`config.mk`:
```
export PLATFORM = sky130hd
export DESIGN_NAME = pixel_format_converter_core
export DESIGN_NICKNAME = d
export VERILOG_FILES = /design/src/sv/pfc_pkg.sv /design/src/sv/pfc_unpack.sv /design/src/sv/pfc_div3.sv /design/src/sv/pfc_pack.sv /design/src/sv/pixel_format_converter_core.sv
export VERILOG_INCLUDE_DIRS = /design/src /design/src/sv
export SDC_FILE = /design/constraint.sdc
export NUM_CORES = 1
export LEC_CHECK = 0
export BUFFER_PORTS_ARGS = -buffer_cell sky130_fd_sc_hd__buf_2
export CAP_MARGIN = 10
export CORE_ASPECT_RATIO = 1.75
export CORE_MARGIN = 2
export CORE_UTILIZATION = 45
export DETAILED_ROUTE_END_ITERATION = 7
export GPL_TIMING_DRIVEN = 0
export HOLD_SLACK_MARGIN = 0.06
export MAX_ROUTING_LAYER = met4
export PLACE_DENSITY_LB_ADDON = 0.15
export SETUP_SLACK_MARGIN = 0.02
export SKIP_LAST_GASP = 1
export SLEW_MARGIN = 10
export SYNTH_ARGS = -nofsm -noshare
export SYNTH_HDL_FRONTEND = slang
export SYNTH_HIERARCHICAL = 1
export SYNTH_SLANG_ARGS = --single-unit
```
`constraint.sdc`:
```
create_clock -name clock -period 20.4 [get_ports clock]
set_clock_uncertainty 0.2 [all_clocks]
set_input_delay 4.08 -clock clock [delete_from_list [all_inputs] [get_ports clock]]
set_output_delay 4.08 -clock clock [all_outputs]
set_load 0.01 [all_outputs]
```
`src/sv/assert_macros.svh`:
```
// Assertion macros used by the RTL.
`ifndef ASSERT_MACROS_SVH
`define ASSERT_MACROS_SVH

`ifndef SYNTHESIS

`define ASSERT_NEXT(label, clk, rst, ante, cons) \
   label: assert property (@(posedge clk) disable iff (rst) (ante) |=> (cons)) \
      else $error("assertion failed: next-cycle check");

`define ASSERT_ALWAYS(label, clk, rst, expr) \
   label: assert property (@(posedge clk) disable iff (rst) (expr)) \
      else $error("assertion failed: invariant");

`else

`define ASSERT_NEXT(label, clk, rst, ante, cons)

`define ASSERT_ALWAYS(label, clk, rst, expr)

`endif

`endif

```
`src/sv/pfc_pkg.sv`:
```
`timescale 1ns / 1ps

package pfc_pkg;

   localparam int PixelWidth = 48;
   localparam int ChanWidth  = 16;

   // pixel_format register codes
   localparam logic [3:0] FMT_EPAPER  = 4'd0;
   localparam logic [3:0] FMT_GREY1   = 4'd1;
   localparam logic [3:0] FMT_GREY2   = 4'd2;
   localparam logic [3:0] FMT_GREY4   = 4'd3;
   localparam logic [3:0] FMT_GREY8   = 4'd4;
   localparam logic [3:0] FMT_GREY16  = 4'd5;
   localparam logic [3:0] FMT_RGB332  = 4'd6;
   localparam logic [3:0] FMT_RGB565  = 4'd7;
   localparam logic [3:0] FMT_RGB666  = 4'd8;
   localparam logic [3:0] FMT_RGB888  = 4'd9;
   localparam logic [3:0] FMT_RGB30   = 4'd10;
   localparam logic [3:0] FMT_RGB36   = 4'd11;
   localparam logic [3:0] FMT_RGB48   = 4'd12;

   // action codes
   localparam logic [2:0] ACT_RGB48_TO_RAW  = 3'd0;
   localparam logic [2:0] ACT_RAW_TO_RGB48  = 3'd1;
   localparam logic [2:0] ACT_GREY16_TO_RAW = 3'd2;
   localparam logic [2:0] ACT_RAW_TO_GREY16 = 3'd3;
   localparam logic [2:0] ACT_RGB24_TO_RAW  = 3'd4;
   localparam logic [2:0] ACT_RAW_TO_RGB24  = 3'd5;

   // e-paper raw codes
   localparam logic [1:0] EPD_WHITE = 2'b00;
   localparam logic [1:0] EPD_BLACK = 2'b01;
   localparam logic [1:0] EPD_RED   = 2'b10;

   localparam logic [15:0] EPD_GREY_BLACK_LIM = 16'h2000;
   localparam logic [15:0] EPD_GREY_RED_LIM   = 16'h8000;
   localparam logic [15:0] EPD_RGB_BLACK_LIM  = 16'd256;
   localparam logic [15:0] EPD_RED_GREY16     = 16'h3fff;

   // floor(x / 3) = (x * DIV3_RECIP) >> DIV3_SHIFT for x < 2**19
   localparam logic [17:0] DIV3_RECIP = 18'h2aaab;
   localparam int          DIV3_SHIFT = 19;

   typedef struct packed {
      logic [ChanWidth-1:0] r;
      logic [ChanWidth-1:0] g;
      logic [ChanWidth-1:0] b;
   } rgb_type;

endpackage

```
`src/sv/pfc_unpack.sv`:
```
`timescale 1ns / 1ps

module pfc_unpack (
   input  logic [3:0]                        fmt,
   input  logic [pfc_pkg::PixelWidth-1:0]    raw,
   output pfc_pkg::rgb_type                  rgb
);

   always_comb begin
      rgb = '0;
      case (fmt)
         pfc_pkg::FMT_EPAPER: begin
            if (raw[0]) begin
               rgb = '0;
            end else if (raw[1]) begin
               rgb.r = 16'hffff;
            end else begin
               rgb = '1;
            end
         end
         pfc_pkg::FMT_GREY1: begin
            rgb.r = {16{raw[0]}};
            rgb.g = rgb.r;
            rgb.b = rgb.r;
         end
         pfc_pkg::FMT_GREY2: begin
            rgb.r = {8{raw[1:0]}};
            rgb.g = rgb.r;
            rgb.b = rgb.r;
         end
         pfc_pkg::FMT_GREY4: begin
            rgb.r = {4{raw[3:0]}};
            rgb.g = rgb.r;
            rgb.b = rgb.r;
         end
         pfc_pkg::FMT_GREY8: begin
            rgb.r = {2{raw[7:0]}};
            rgb.g = rgb.r;
            rgb.b = rgb.r;
         end
         pfc_pkg::FMT_GREY16: begin
            rgb.r = raw[15:0];
            rgb.g = rgb.r;
            rgb.b = rgb.r;
         end
         pfc_pkg::FMT_RGB332: begin
            rgb.r = {raw[7:5], raw[7:5], raw[7:5], raw[7:5], raw[7:5], raw[7]};
            rgb.g = {raw[4:2], raw[4:2], raw[4:2], raw[4:2], raw[4:2], raw[4]};
            rgb.b = {8{raw[1:0]}};
         end
         pfc_pkg::FMT_RGB565: begin
            rgb.r = {raw[15:11], raw[15:11], raw[15:11], raw[15]};
            rgb.g = {raw[10:5], raw[10:5], raw[10:7]};
            rgb.b = {raw[4:0], raw[4:0], raw[4:0], raw[4]};
         end
         pfc_pkg::FMT_RGB666: begin
            rgb.r = {raw[17:12], raw[17:12], raw[17:14]};
            rgb.g = {raw[11:6], raw[11:6], raw[11:8]};
            rgb.b = {raw[5:0], raw[5:0], raw[5:2]};
         end
         pfc_pkg::FMT_RGB30: begin
            rgb.r = {raw[29:20], raw[29:24]};
            rgb.g = {raw[19:10], raw[19:14]};
            rgb.b = {raw[9:0], raw[9:4]};
         end
         pfc_pkg::FMT_RGB36: begin
            rgb.r = {raw[35:24], raw[35:32]};
            rgb.g = {raw[23:12], raw[23:20]};
            rgb.b = {raw[11:0], raw[11:8]};
         end
         pfc_pkg::FMT_RGB48: begin
            rgb.r = raw[47:32];
            rgb.g = raw[31:16];
            rgb.b = raw[15:0];
         end
         default: begin
            rgb.r = {2{raw[23:16]}};
            rgb.g = {2{raw[15:8]}};
            rgb.b = {2{raw[7:0]}};
         end
      endcase
   end

endmodule

```
`src/sv/pfc_div3.sv`:
```
`timescale 1ns / 1ps

module pfc_div3 (
   input  pfc_pkg::rgb_type                  rgb,
   output logic [pfc_pkg::ChanWidth-1:0]     mean
);

   logic [17:0] sum;
   logic [35:0] prod;

   assign sum  = {2'b00, rgb.r} + {2'b00, rgb.g} + {2'b00, rgb.b};
   assign prod = {18'd0, sum} * {18'd0, pfc_pkg::DIV3_RECIP};
   assign mean = prod[pfc_pkg::DIV3_SHIFT +: pfc_pkg::ChanWidth];

endmodule

```
`src/sv/pfc_pack.sv`:
```
`timescale 1ns / 1ps

module pfc_pack (
   input  logic [3:0]                        fmt,
   input  pfc_pkg::rgb_type                  rgb,
   input  logic [pfc_pkg::ChanWidth-1:0]     mean,
   input  logic                              from_grey,
   output logic [pfc_pkg::PixelWidth-1:0]    raw
);

   logic [1:0] epd;

   always_comb begin
      if (from_grey) begin
         if (mean < pfc_pkg::EPD_GREY_BLACK_LIM) begin
            epd = pfc_pkg::EPD_BLACK;
         end else if (mean < pfc_pkg::EPD_GREY_RED_LIM) begin
            epd = pfc_pkg::EPD_RED;
         end else begin
            epd = pfc_pkg::EPD_WHITE;
         end
      end else begin
         if (mean < pfc_pkg::EPD_RGB_BLACK_LIM) begin
            epd = pfc_pkg::EPD_BLACK;
         end else if (rgb.r > mean) begin
            epd = pfc_pkg::EPD_RED;
         end else begin
            epd = pfc_pkg::EPD_WHITE;
         end
      end
   end

   always_comb begin
      case (fmt)
         pfc_pkg::FMT_EPAPER: raw = {46'd0, epd};
         pfc_pkg::FMT_GREY1:  raw = {47'd0, mean[15]};
         pfc_pkg::FMT_GREY2:  raw = {46'd0, mean[15:14]};
         pfc_pkg::FMT_GREY4:  raw = {44'd0, mean[15:12]};
         pfc_pkg::FMT_GREY8:  raw = {40'd0, mean[15:8]};
         pfc_pkg::FMT_GREY16: raw = {32'd0, mean};
         pfc_pkg::FMT_RGB332: raw = {40'd0, rgb.r[15:13], rgb.g[15:13], rgb.b[15:14]};
         pfc_pkg::FMT_RGB565: raw = {32'd0, rgb.r[15:11], rgb.g[15:10], rgb.b[15:11]};
         pfc_pkg::FMT_RGB666: raw = {30'd0, rgb.r[15:10], rgb.g[15:10], rgb.b[15:10]};
         pfc_pkg::FMT_RGB30:  raw = {18'd0, rgb.r[15:6], rgb.g[15:6], rgb.b[15:6]};
         pfc_pkg::FMT_RGB36:  raw = {12'd0, rgb.r[15:4], rgb.g[15:4], rgb.b[15:4]};
         pfc_pkg::FMT_RGB48:  raw = {rgb.r, rgb.g, rgb.b};
         default:             raw = {24'd0, rgb.r[15:8], rgb.g[15:8], rgb.b[15:8]};
      endcase
   end

endmodule

```
`src/sv/pixel_format_converter_core.sv`:
```
`timescale 1ns / 1ps
// Pixel format converter, one pixel per clock.
// Request: req_action and req_pixel_in are taken at a rising edge where start
// is high and busy is low. busy stays low, so a new transaction can be issued
// every cycle.
// Response: rsp_pixel_out is shown for exactly one cycle with rsp_valid high.
// A transaction taken is captured in the input register, converted in one pass
// of combinational logic and loaded into the result register; rsp_valid and
// rsp_pixel_out are driven straight from the result register stage.
// Throughput is one transaction per cycle; there is no backpressure on the
// response side, the receiver must take every strobe.
// Config: csr_we with csr_wdata writes pixel_format; write it only while no
// transaction is in flight. The new format applies to the next transaction.
// Reset (synchronous, active high) drops any transaction in flight and sets
// pixel_format to RGB888.
`include "assert_macros.svh"

module pixel_format_converter_core (
   input  logic                              clock,
   input  logic                              reset,
   input  logic                              start,
   output logic                              busy,
   input  logic [2:0]                        req_action,
   input  logic [pfc_pkg::PixelWidth-1:0]    req_pixel_in,
   input  logic                              csr_we,
   input  logic [3:0]                        csr_wdata,
   output logic                              rsp_valid,
   output logic [pfc_pkg::PixelWidth-1:0]    rsp_pixel_out
);

   logic                              is_epaper;
   logic [3:0]                        format_ff;
   logic                              in_valid_ff;
   logic [2:0]                        in_action_ff;
   logic [pfc_pkg::PixelWidth-1:0]    in_pixel_ff;
   logic                              out_valid_ff;
   logic [pfc_pkg::PixelWidth-1:0]    out_pixel_ff;
   logic [pfc_pkg::PixelWidth-1:0]    out_pixel_in;

   pfc_pkg::rgb_type                  unp_rgb;
   pfc_pkg::rgb_type                  src_rgb;
   logic [pfc_pkg::ChanWidth-1:0]     mean;
   logic [pfc_pkg::PixelWidth-1:0]    packed_raw;
   logic [pfc_pkg::ChanWidth-1:0]     epd_grey;
   logic                              from_grey;

   assign busy = 1'b0;
   assign is_epaper = (format_ff == pfc_pkg::FMT_EPAPER);

   pfc_unpack u_unpack (
      .fmt (format_ff),
      .raw (in_pixel_ff),
      .rgb (unp_rgb)
   );

   always_comb begin
      case (in_action_ff)
         pfc_pkg::ACT_RGB48_TO_RAW: begin
            src_rgb.r = in_pixel_ff[47:32];
            src_rgb.g = in_pixel_ff[31:16];
            src_rgb.b = in_pixel_ff[15:0];
         end
         pfc_pkg::ACT_GREY16_TO_RAW: begin
            src_rgb.r = in_pixel_ff[15:0];
            src_rgb.g = in_pixel_ff[15:0];
            src_rgb.b = in_pixel_ff[15:0];
         end
         pfc_pkg::ACT_RGB24_TO_RAW: begin
            src_rgb.r = {2{in_pixel_ff[23:16]}};
            src_rgb.g = {2{in_pixel_ff[15:8]}};
            src_rgb.b = {2{in_pixel_ff[7:0]}};
         end
         default: src_rgb = unp_rgb;
      endcase
   end

   pfc_div3 u_div3 (
      .rgb  (src_rgb),
      .mean (mean)
   );

   assign from_grey = (in_action_ff == pfc_pkg::ACT_GREY16_TO_RAW);

   pfc_pack u_pack (
      .fmt       (format_ff),
      .rgb       (src_rgb),
      .mean      (mean),
      .from_grey (from_grey),
      .raw       (packed_raw)
   );

   always_comb begin
      if (in_pixel_ff[0]) begin
         epd_grey = '0;
      end else if (in_pixel_ff[1]) begin
         epd_grey = pfc_pkg::EPD_RED_GREY16;
      end else begin
         epd_grey = '1;
      end
   end

   always_comb begin
      case (in_action_ff)
         pfc_pkg::ACT_RGB48_TO_RAW,
         pfc_pkg::ACT_GREY16_TO_RAW,
         pfc_pkg::ACT_RGB24_TO_RAW:  out_pixel_in = packed_raw;
         pfc_pkg::ACT_RAW_TO_RGB48:  out_pixel_in = {unp_rgb.r, unp_rgb.g, unp_rgb.b};
         pfc_pkg::ACT_RAW_TO_GREY16: out_pixel_in = {32'd0, is_epaper ? epd_grey : mean};
         pfc_pkg::ACT_RAW_TO_RGB24:
            out_pixel_in = {24'd0, unp_rgb.r[15:8], unp_rgb.g[15:8], unp_rgb.b[15:8]};
         default:                    out_pixel_in = '0;
      endcase
   end

   always_ff @(posedge clock) begin
      if (reset) begin
         format_ff    <= pfc_pkg::FMT_RGB888;
         in_valid_ff  <= 1'b0;
         out_valid_ff <= 1'b0;
      end else begin
         if (csr_we) begin
            format_ff <= csr_wdata;
         end
         in_valid_ff  <= start && !busy;
         out_valid_ff <= in_valid_ff;
      end
   end

   always_ff @(posedge clock) begin
      if (start && !busy) begin
         in_action_ff <= req_action;
         in_pixel_ff  <= req_pixel_in;
      end
      out_pixel_ff <= out_pixel_in;
   end

   assign rsp_valid     = out_valid_ff;
   assign rsp_pixel_out = out_pixel_ff;

   `ASSERT_NEXT(a_valid_follows, clock, reset, in_valid_ff, out_valid_ff)
   `ASSERT_NEXT(a_no_spurious, clock, reset, !in_valid_ff, !out_valid_ff)
   `ASSERT_NEXT(a_bad_action_zero, clock, reset,
                in_valid_ff && in_action_ff > pfc_pkg::ACT_RAW_TO_RGB24,
                out_pixel_ff == '0)
   `ASSERT_NEXT(a_rgb24_width, clock, reset,
                in_valid_ff && in_action_ff == pfc_pkg::ACT_RAW_TO_RGB24,
                out_pixel_ff[47:24] == '0)
   `ASSERT_NEXT(a_grey16_width, clock, reset,
                in_valid_ff && in_action_ff == pfc_pkg::ACT_RAW_TO_GREY16,
                out_pixel_ff[47:16] == '0)

endmodule

```
==> run metrics <==
total core area between 30,000 and 40,000 um2; site row count 94; DPL Wire Length between 60 and 70 mm; share of final-layout standard cells stronger than drive strength 1 between 10% and 20%; number of setup violations in the final report 0; number of DRC markers after the initial detailed-route iteration roughly 1,600; number of setup buffers added after CTS 0; initial core utilization 45.40%; number of nets in the synthesized netlist 2,353; Num CTS Buffers 9; fraction of the yosys area taken by sequential cells between 15 and 20%; standard cell with the maximum stage delay on the critical path a21oi_1; biggest fanout along the worst timing path 12; most frequent cells in the layout inv_1 (307), ha_1 (180), buf_2 (173); unrepaired setup endpoints after global routing false; Setup crit end kind register; number of stages on the worst hold path 1; routed wirelength normalized by instance count approximately 33 um; maxcap violations 0; Clock Tree Root clkbuf_16; arrival time reported for the critical path endpoint around 16,000 ps; final routed DRC violation total 22; synthesized netlist cell count 1,993; Tot GR Track Use about 46%; crit-path most repeated cell inv_1; PostCTS Resize Cnt 0; Critical Path Source Type register; vertical die dimension 261.0 um; hold buffer count at cts 0; Die Width 150.8 um; CTS tree done; final weighted congestion in routability-driven placement between 1 and 1.5; initial antenna violation count 4; Worst slew margin between 10% and 20%; via density per instance just under 7; most frequent standard cell in the layout excluding fill and tap cells inv_1; number of cells traversed by the worst register-to-register path 45; overall routed net length ~87 mm; time the final worst path needs with I/O delays and setup 16,370 ps; deepest clock path buffer count 2; area grow syn2layout 9.211%; Worst-path clk slew about 80 ps; failing checks design-rule violations; Detail Route Antenna Nets 0; Primary FF master, synth dfxtp_1; maximum operating frequency 61.10 MHz; number of global-route vias before repair 18,580; worst skew pair latency between 300 and 400 ps; die footprint approximately 40,000 um2; kind of cell with the highest combined delay on the critical path compound AO/OA/AOI/OAI gates; post-route fraction of the period consumed by the critical path approximately 80%; number of enable-type register cells in the synthesized netlist just over 50; final number of max-transition violations 0; flop and latch count out of synthesis ~110; PortBufs roughly 110; number of ports placed on the die boundary between 100 and 150; warning count from the yosys run 6; endpoints failing hold 0; max incr delay on CP between 1000 and 1500 ps; Worst-Margin Slew between 1000 and 1500 ps; number of unique standard cell types used by synthesis 99; start-to-end type of the worst setup path reg -> reg; required time at the endpoint of the critical path 20,520 ps; Clock Sink Count roughly 110; Worst Path Buf+Inv 11; status finished with violations; class of the most critical hold timing path reg -> reg; maximum level of the CTS H-tree 3; net count reported at finish 2,491; router iterations before antenna repair 8; detailed-route via count 17,750; wire length of the first global-routing pass 126.1 mm; post-synth design cell area around 17,000 um2; residual overflow from global routing 0; TNS Setup 0 ps; pin count of the biggest net entering global routing 53; proportion of synthesized flip-flops having asynchronous set or reset 0%; mean post-synth cell area 8.520 um2; number of fill cells about 3,700; depth of the critical timing path with buffers and inverters included between 40 and 50
==> kinds of logic (layout without fill, tap and decap cells) <==
group | count (synthesis) | count (layout) | share of synthesized area (%)
compound gates | 569 | 569 | 24.99
xor+xnor | 46 | 46 | 2.417
fa+ha+maj | 301 | 301 | 27.53
buf+inv | 445 | 588 | 10.87
flops | 105 | 105 | 15.39
mux | 85 | 85 | 5.173
other cells | 1 | 6 | 0.02208
simple gates | 441 | 441 | 13.62
==> Yosys cell counts (7+ instances only) <==
master     number  area, um2
nand2_1       129      484.2
nor2_1         96      360.4
fa_1          121       2422
o31ai_1         7      52.55
buf_1           7      26.28
a2bb2oi_1      13      113.9
buf_6          11      123.9
a221o_1        18      180.2
o211ai_1       12      90.09
inv_1         307       1152
edfxtp_1       51       1531
dfxtp_1        54       1081
o21ai_0        52      260.3
nor3_1         10      50.05
a222oi_1       44      440.4
a21oi_1        98      490.5
a211oi_1       26      195.2
a22o_1         48      420.4
and2_1         25      156.4
o22ai_1        26      162.7
a22oi_1        60      450.4
a31oi_1        25      156.4
o21a_1          7      52.55
xor2_1         11      96.34
xnor2_1        34      297.8
buf_2          54      270.3
clkbuf_1       57      214.0
a41oi_1         9      78.83
a21o_1         22      165.2
nand4_1        25      156.4
nor2b_1        19      118.9
and3_1         12      75.07
a21boi_0        7      52.55
nand3_1        36      180.2
a221oi_1       15      131.4
mux2i_1        63      630.6
mux2_2         20      225.2
nand2b_1       10      62.56
ha_1          180       2252
o22a_1         17      148.9
nand4b_1        9      78.83
==> sequential cells by signal (all words and copies together), names as in the netlist <==
signal         count
format_ff          4
in_action_ff       3
in_pixel_ff       48
in_valid_ff        1
rsp_pixel_out     48
rsp_valid          1
==> final cells by class <==
class / count / area, um2 / share of cell area, %
plain buffers: 137 / 689.4 / 3.718
well taps: 480 / 600.6 / 3.239
diodes: 5 / 12.51 / 0.06747
inverters: 308 / 1156 / 6.234
clock buffers: 10 / 239.0 / 1.289
multi-input cells: 1443 / 12530 / 67.57
flip-flops and latches: 105 / 2613 / 14.09
repair buffers: 127 / 655.6 / 3.536
clock inverters: 6 / 48.80 / 0.2631
==> final timing paths <==
kind / from / endpoint / slack (ps)
worst min-delay path: in_valid_ff$_SDFF_PP0_ / rsp_valid$_SDFF_PP0_ / 250
worst max-delay path: format_ff[3]$_SDFFE_PP1P_ / rsp_pixel_out[1]$_DFF_P_ / 4030
worst max register to register: format_ff[3]$_SDFFE_PP1P_ / rsp_pixel_out[1]$_DFF_P_ / 4030
worst min register to register: in_valid_ff$_SDFF_PP0_ / rsp_valid$_SDFF_PP0_ / 250
==> routing by layer <==
layer / global-route usage, % / up-vias / share of wire, %
li1: - / 7496 / -
met5: - / - / 0
met4: 50.39 / 0 / 14
met3: 13.89 / 679 / 8.3
met2: 76.59 / 1152 / 49
met1: 39.13 / 8420 / 28
==> through the flow <==
stage	instances	hold WS (ps)	utilization, %	setup slack (ps)	instance area [um2]
2_1_floorplan	1993	213.8	-	8610	16980
3_3_place_gp	2580	223.0	48.44	3152	18120
3_5_place_dp	2596	242.0	48.71	4772	18220
4_1_cts	2612	257.0	49.48	4709	18510
5_1_grt	2619	275.5	49.57	3472	18540
6_report	2621	254.7	49.58	4034	18540
Power is not shown: default switching activity piles up to over one toggle a cycle in this logic, so the estimate is an artifact.
